### config.mk
export PLATFORM = sky130hd
export DESIGN_NAME = pclb_ctrl
export DESIGN_NICKNAME = d
export VERILOG_FILES = /design/src/rtl/pclb_pkg.sv /design/src/rtl/pclb_ctrl.sv
export SDC_FILE = /design/constraint.sdc
export NUM_CORES = 1
export LEC_CHECK = 0
export CELL_PAD_IN_SITES_DETAIL_PLACEMENT = 0
export CELL_PAD_IN_SITES_GLOBAL_PLACEMENT = 1
export CORE_MARGIN = 5
export CORE_UTILIZATION = 25
export CTS_CLUSTER_DIAMETER = 50
export CTS_CLUSTER_SIZE = 28
export DETAILED_ROUTE_END_ITERATION = 16
export DONT_BUFFER_PORTS = 1
export GPL_ROUTABILITY_DRIVEN = 0
export GPL_TIMING_DRIVEN = 0
export PLACE_DENSITY = 0.54
export SETUP_SLACK_MARGIN = 0.15
export SYNTH_ARGS = -nofsm -noshare
export SYNTH_HDL_FRONTEND = slang
export SYNTH_SLANG_ARGS = --single-unit
### constraint.sdc
create_clock -name clk -period 1.9 [get_ports clk]
set_input_delay 0.38 -clock clk [delete_from_list [all_inputs] [get_ports clk]]
set_output_delay 0.38 -clock clk [all_outputs]
set_load 0.03 [all_outputs]
### src/rtl/pclb_pkg.sv
// Shared types and constants of the particle cell-list binner.
package pclb_pkg;

    localparam int POS_W      = 20;
    localparam int POS_MAG_W  = 19;
    localparam int CELLS_W    = 5;
    localparam int SUB_W      = 3;
    localparam int SIZE_W     = 19;
    localparam int CFG_IDX_W  = 2;
    localparam int NUMBER_W   = 12;
    localparam int ENTRY_W    = 13;
    localparam int PRED_W     = 13;
    localparam int DIV_STEPS  = POS_MAG_W;
    localparam int DIV_CNT_W  = 5;

    localparam logic [CFG_IDX_W-1:0] REG_CELLS_X   = 2'd0;
    localparam logic [CFG_IDX_W-1:0] REG_CELLS_Y   = 2'd1;
    localparam logic [CFG_IDX_W-1:0] REG_SUB_DIV   = 2'd2;
    localparam logic [CFG_IDX_W-1:0] REG_CELL_SIZE = 2'd3;

    typedef enum logic [9:0] {
        S_IDLE  = 10'b0000000001,
        S_CLEAR = 10'b0000000010,
        S_DIV   = 10'b0000000100,
        S_SUB   = 10'b0000001000,
        S_ENTRY = 10'b0000010000,
        S_RDC   = 10'b0000100000,
        S_RDF   = 10'b0001000000,
        S_WRC   = 10'b0010000000,
        S_WRF   = 10'b0100000000,
        S_DONE  = 10'b1000000000
    } state_t;

    typedef struct packed {
        logic load;
        logic div_step;
        logic sub_calc;
        logic entry_calc;
        logic clr_step;
        logic rd_coarse;
        logic rd_fine;
        logic wr_coarse;
        logic wr_fine;
        logic finish;
    } cmd_t;

    typedef struct packed {
        logic clr_last;
        logic outside;
        logic dropped;
    } status_t;

endpackage

### src/rtl/pclb_ctrl.sv
// Sequencing state machine of the binner.
module pclb_ctrl (
    input  logic              clk,
    input  logic              rst_n,
    input  logic              start,
    input  logic              restart,
    input  pclb_pkg::status_t status,
    output pclb_pkg::cmd_t    cmd,
    output logic              busy,
    output logic              done
);
    import pclb_pkg::*;

    state_t               state_reg, state_next;
    logic                 pending_reg, pending_next;
    logic [DIV_CNT_W-1:0] cnt_reg, cnt_next;

    always_comb
    begin
        state_next   = state_reg;
        pending_next = pending_reg;
        cnt_next     = cnt_reg;
        cmd          = '0;
        case (state_reg)
            S_IDLE:
            begin
                cnt_next = '0;
                if (start)
                begin
                    cmd.load = 1'b1;
                    if (restart)
                    begin
                        pending_next = 1'b1;
                        state_next   = S_CLEAR;
                    end
                    else
                    begin
                        state_next = S_DIV;
                    end
                end
            end
            S_CLEAR:
            begin
                cmd.clr_step = 1'b1;
                if (status.clr_last)
                begin
                    pending_next = 1'b0;
                    state_next   = pending_reg ? S_DIV : S_IDLE;
                end
            end
            S_DIV:
            begin
                cmd.div_step = 1'b1;
                cnt_next     = cnt_reg + 1'b1;
                if (cnt_reg == DIV_CNT_W'(DIV_STEPS - 1))
                begin
                    state_next = S_SUB;
                end
            end
            S_SUB:
            begin
                cmd.sub_calc = 1'b1;
                state_next   = S_ENTRY;
            end
            S_ENTRY:
            begin
                cmd.entry_calc = 1'b1;
                state_next     = status.dropped ? S_DONE : S_RDC;
            end
            S_RDC:
            begin
                cmd.rd_coarse = 1'b1;
                state_next    = S_RDF;
            end
            S_RDF:
            begin
                cmd.rd_fine = 1'b1;
                state_next  = S_WRC;
            end
            S_WRC:
            begin
                cmd.wr_coarse = 1'b1;
                state_next    = status.outside ? S_DONE : S_WRF;
            end
            S_WRF:
            begin
                cmd.wr_fine = 1'b1;
                state_next  = S_DONE;
            end
            S_DONE:
            begin
                cmd.finish = 1'b1;
                state_next = S_IDLE;
            end
            default:
            begin
                state_next = S_IDLE;
            end
        endcase
    end

    always_ff @(posedge clk or negedge rst_n)
    begin
        if (!rst_n)
        begin
            state_reg   <= S_CLEAR;
            pending_reg <= 1'b0;
            cnt_reg     <= '0;
        end
        else
        begin
            state_reg   <= state_next;
            pending_reg <= pending_next;
            cnt_reg     <= cnt_next;
        end
    end

    assign busy = (state_reg != S_IDLE);
    assign done = (state_reg == S_DONE);
endmodule

==> metrics.txt <==
# TYPE chip_impl_metric gauge
chip_impl_metric{name="rr_worst_depth",unit=""} 5
chip_impl_metric{name="mappedNetlistArea",unit="mm²"} 0.00109
chip_impl_metric{name="synth_compound_area_share",unit="%"} 13.3
chip_impl_metric{name="setup_viol_count_final",unit=""} 10
chip_impl_metric{name="yosysSeqAreaShare",unit="%"} 36.9
chip_impl_metric{name="synth-seq-cells",unit=""} 16
chip_impl_metric{name="synth_fp_nets",unit=""} 111
chip_impl_metric{name="area.growth.synth_to_final",unit="%"} 35.0
chip_impl_metric{name="synth_simple_gate_area_share",unit="%"} 33.9
chip_impl_info{name="synth_top_family_by_area",value="simple AND/OR/NAND/NOR gates"} 1
chip_impl_metric{name="final_cell_count_no_fill",unit=""} 171
chip_impl_metric{name="switching_power",unit="W"} 0.000744
chip_impl_metric{name="cts_made_buffers",unit=""} 3
chip_impl_info{name="worst_setup_path_start_kind",value="flop"} 1
chip_impl_metric{name="hold_violations_final",unit=""} 0
chip_impl_metric{name="drt-pass1-iter-count",unit=""} 2
chip_impl_metric{name="worst_clock_skew",unit="ns"} 0.00242
chip_impl_metric{name="p_comb_share",unit="%"} 56.3
chip_impl_metric{name="clockPowerShare",unit="%"} 17.3
chip_impl_metric{name="p_int",unit="W"} 0.00102
chip_impl_metric{name="cts_buffer_depth",unit=""} 2
chip_impl_metric{name="drc",unit=""} 0
chip_impl_metric{name="place_hpwl",unit="mm"} 1.83
chip_impl_metric{name="postSynthAreaPerCell",unit="µm²"} 10.7
chip_impl_info{name="critical_path_class",value="flop to primary output"} 1
chip_impl_metric{name="antenna_cells_inserted",unit=""} 0
chip_impl_metric{name="synth_adder_area_share",unit="%"} 2.30
chip_impl_metric{name="die_area",unit="mm²"} 0.00578
chip_impl_metric{name="grt_pass1_vias",unit=""} 856
chip_impl_metric{name="post_layout_nets",unit=""} 129
chip_impl_metric{name="postSynthCellCount",unit=""} 102
chip_impl_metric{name="arrival",unit="ns"} 1.78
chip_impl_metric{name="switching_share",unit="%"} 42.1
chip_impl_metric{name="ir_drop",unit="V"} 0.000668
chip_impl_metric{name="final_global_route_overflow_total",unit=""} 0
chip_impl_info{name="grt_setup_unrepaired",value="true"} 1
chip_impl_info{name="cts_tree",value="yes"} 1
chip_impl_metric{name="route.detailed.wl_per_inst",unit="µm"} 15.9
chip_impl_metric{name="synth.area.mux_share",unit="%"} 0
chip_impl_metric{name="largest_reg_flops",unit=""} 10
chip_impl_metric{name="finalCriticalPeriod",unit="ns"} 2.16
chip_impl_metric{name="detailedRoute.firstIterationViolations",unit=""} 54
chip_impl_metric{name="max-cap-violations",unit=""} 0
chip_impl_info{name="hold_class",value="input port to flop"} 1
chip_impl_metric{name="synthesis.yosys.warnings",unit=""} 0
chip_impl_metric{name="clock_insertion_delay_worst_skew",unit="ns"} 0.25
chip_impl_metric{name="fp.dieW",unit="µm"} 76.0
chip_impl_metric{name="fin_worst_hold_slack",unit="ns"} 0.179
chip_impl_info{name="endpoint",value="cmd[1]"} 1
chip_impl_metric{name="design.core.area",unit="mm²"} 0.00429
chip_impl_metric{name="vias",unit=""} 852
chip_impl_metric{name="wirelength",unit="mm"} 2.72
chip_impl_metric{name="clkTransAtPathRegs",unit="ns"} 0.07
chip_impl_metric{name="seq_power_share",unit="%"} 26.4
chip_impl_metric{name="initial_utilization",unit="%"} 25.4
chip_impl_metric{name="ant_nets",unit=""} 0
chip_impl_info{name="critical_path.endpoint_type",value="primary output"} 1
chip_impl_metric{name="fmax",unit="MHz"} 462
chip_impl_info{name="outcome",value="finished with violations"} 1
chip_impl_metric{name="pin_count_of_the_biggest_net_entering_global_routing",unit=""} 17
chip_impl_metric{name="total_leakage_power",unit="nW"} 0.591
chip_impl_metric{name="clock_sinks",unit=""} 16
chip_impl_metric{name="post_route_cells_drive_above_1_share",unit="%"} 47.9
chip_impl_metric{name="share_of_the_synthesized_netlist_area_taken_by_xor_and_xnor_gates",unit="%"} 4.02
chip_impl_metric{name="hold_depth",unit=""} 1
chip_impl_info{name="clock_root_buffer",value="clkbuf_8"} 1
chip_impl_metric{name="grt.total_usage",unit="%"} 9.08
chip_impl_metric{name="num_rows",unit=""} 24
chip_impl_metric{name="maxSlewHeadroom",unit="%"} 46.5
chip_impl_metric{name="regToRegSetupSlack",unit="ns"} 0.06
chip_impl_metric{name="ioPinCount",unit=""} 19
chip_impl_info{name="crit-reg2reg-capture",value="state_reg[9]"} 1
chip_impl_metric{name="synth_cell_types",unit=""} 40
chip_impl_metric{name="cts.htree.levels",unit=""} 1
chip_impl_info{name="critical_path.startpoint",value="state_reg[6]"} 1
chip_impl_metric{name="number_of_antenna_violations_at_the_first_check_in_global_routing",unit=""} 0
chip_impl_metric{name="grt_first_pass_wirelength",unit="mm"} 4.32
chip_impl_metric{name="buffer_ports.inserted",unit=""} 0
chip_impl_metric{name="period_share",unit="%"} 114
chip_impl_metric{name="slew_viols_final",unit=""} 0
chip_impl_info{name="rr_startpoint",value="state_reg[3]"} 1
chip_impl_metric{name="placed_cells",unit=""} 154
chip_impl_info{name="violations",value="setup timing"} 1
chip_impl_metric{name="powerDensity",unit="mW/mm²"} 1200
chip_impl_metric{name="worst_slack",unit="ns"} -0.263
chip_impl_metric{name="die_height",unit="µm"} 76.0
chip_impl_metric{name="n_fill_cell",unit=""} 446
chip_impl_metric{name="post_drt_via_cell_ratio",unit=""} 4.98
chip_impl_metric{name="critical_path_required",unit="ns"} 1.52
chip_impl_metric{name="tightest_slew",unit="ns"} 0.800
chip_impl_metric{name="highest_fanout_seen_on_the_critical_path",unit=""} 8
## final cells by class
type / count / area, µm² / area share, %
flip-flops and latches: 16 / 404 / 27.5
multi-input cells: 71 / 721 / 49.0
repair buffers: 13 / 104 / 7.06
inverters: 7 / 32.5 / 2.21
well taps: 52 / 65.1 / 4.42
plain buffers: 8 / 90.1 / 6.12
clock buffers: 4 / 55.1 / 3.74
## critical path: stages (launching register included)
cell and delay, ns:
dfrtp_1 0.37, buf_6 0.14, or4_4 0.53, nor2_4 0.13, and4b_2 0.36
## per-stage QoR
step | setup WS [ns] | cell area [µm²] | power [W] | setup TNS [ns] | utilization (%)
2_1_floorplan | -0.0190 | 1120 | 0.00105 | -0.0406 | -
5_1_grt | -0.362 | 1470 | 0.00188 | -2.98 | 34.3
3_5_place_dp | -0.250 | 1180 | 0.00117 | -1.85 | 27.6
6_report | -0.263 | 1470 | 0.00177 | -1.79 | 34.3
4_1_cts | -0.339 | 1360 | 0.00164 | -2.09 | 31.7
3_3_place_gp | -0.217 | 1180 | 0.00115 | -1.51 | 27.6
## power by group through the flow
stage | sequential, W | clock [W] | combinational [W]
floorplan | 0.000447 | 0 | 0.000598
global placement | 0.000456 | 0 | 0.000697
detailed placement | 0.000457 | 0 | 0.000708
CTS | 0.000458 | 0.000320 | 0.000860
global route | 0.000472 | 0.000331 | 0.00108
finish | 0.000467 | 0.000306 | 0.000994
## worst min-delay path by stage
stage / startpoint / endpoint / slack, ns
finish: status[0] / state_reg[5] / 0.18
global route: status[0] / state_reg[5] / 0.17
CTS: status[0] / state_reg[5] / 0.19
detailed placement: rst_n / state_reg[6] / 0.09
global placement: rst_n / state_reg[6] / 0.08
floorplan: rst_n / cnt_reg[0] / 0.08
## routing by layer
layer | share of wire (%) | up-vias | GRT usage (%)
li1 | - | 421 | -
met1 | 48 | 405 | 12.8
met2 | 44 | 24 | 13.0
met3 | 6.8 | 2 | 3.78
met4 | 0.52 | 0 | 1.60
met5 | 0 | - | 0
## synth_stat cells
cell,n,area (µm²)
dfrtp_1,15,375
inv_1,7,26.3
o21ai_0,7,35.0
buf_6,5,56.3
nand2_1,4,15.0
nand4_1,4,25.0
nor3_1,4,20.0
and3_1,3,18.8
and4b_2,3,33.8
buf_4,3,22.5
nor2_1,3,11.3
nor3b_1,3,22.5
xor2_1,3,26.3
a2bb2oi_1,2,17.5
ha_1,2,25.0
nand3_1,2,10.0
nor2b_1,2,12.5
nor4_1,2,12.5
nor4_4,2,42.5
nor4b_1,2,17.5
nor4b_4,2,47.6
o2111ai_1,2,17.5
o2bb2ai_1,2,17.5
xnor2_1,2,17.5
a211o_1,1,8.76
a21oi_1,1,5.00
a221o_1,1,10.0
a22o_1,1,8.76
a22o_2,1,10.0
and2_4,1,8.76
dfstp_2,1,26.3
nand2_2,1,6.26
nand2b_1,1,6.26
nand4_2,1,12.5
nand4b_2,1,15.0
nand4bb_1,1,11.3
o22ai_1,1,6.26
o311ai_1,1,8.76
or4_2,1,8.76
or4_4,1,11.3
## layout by cell type, fill, tap and decap left out, drive strengths merged
cell type    synthesis  layout
nor4                 4       4
a22o                 2       2
o22ai                1       1
clkinvlp             0       1
xnor2                2       2
nor3b                3       3
o2111ai              2       2
nand2                5       5
inv                  7       6
nand4b               1       1
clkbuf               0       4
xor2                 3       3
a21oi                1       1
dlygate4sd3          0       1
nand4                5       5
a211o                1       1
a2bb2oi              2       2
nand4bb              1       1
a221o                1       1
dfrtp               15      15
nand3                2       2
nand2b               1       1
ha                   2       2
nor2b                2       2
or4                  2       2
and4b                3       3
o311ai               1       1
dfstp                1       1
and3                 3       3
nor2                 3       3
buf                  8      20
nor4b                4       4
nor3                 4       4
o2bb2ai              2       2
o21ai                7       7
and2                 1       1
## kinds of logic after synthesis
kind of cell    count (synthesis)
buf+inv                        15
flops                          16
simple gates                   44
xor+xnor                        5
compound gates                 20
fa+ha+maj                       2
## what timing repair did
item,CTS,global route
pin swaps,8,12
setup buffers,7,5
hold buffers,1,0
resized for setup,14,15
hold endpoints to repair,16,0
setup endpoints to repair,21,22
(Power assumes the default switching activity.)
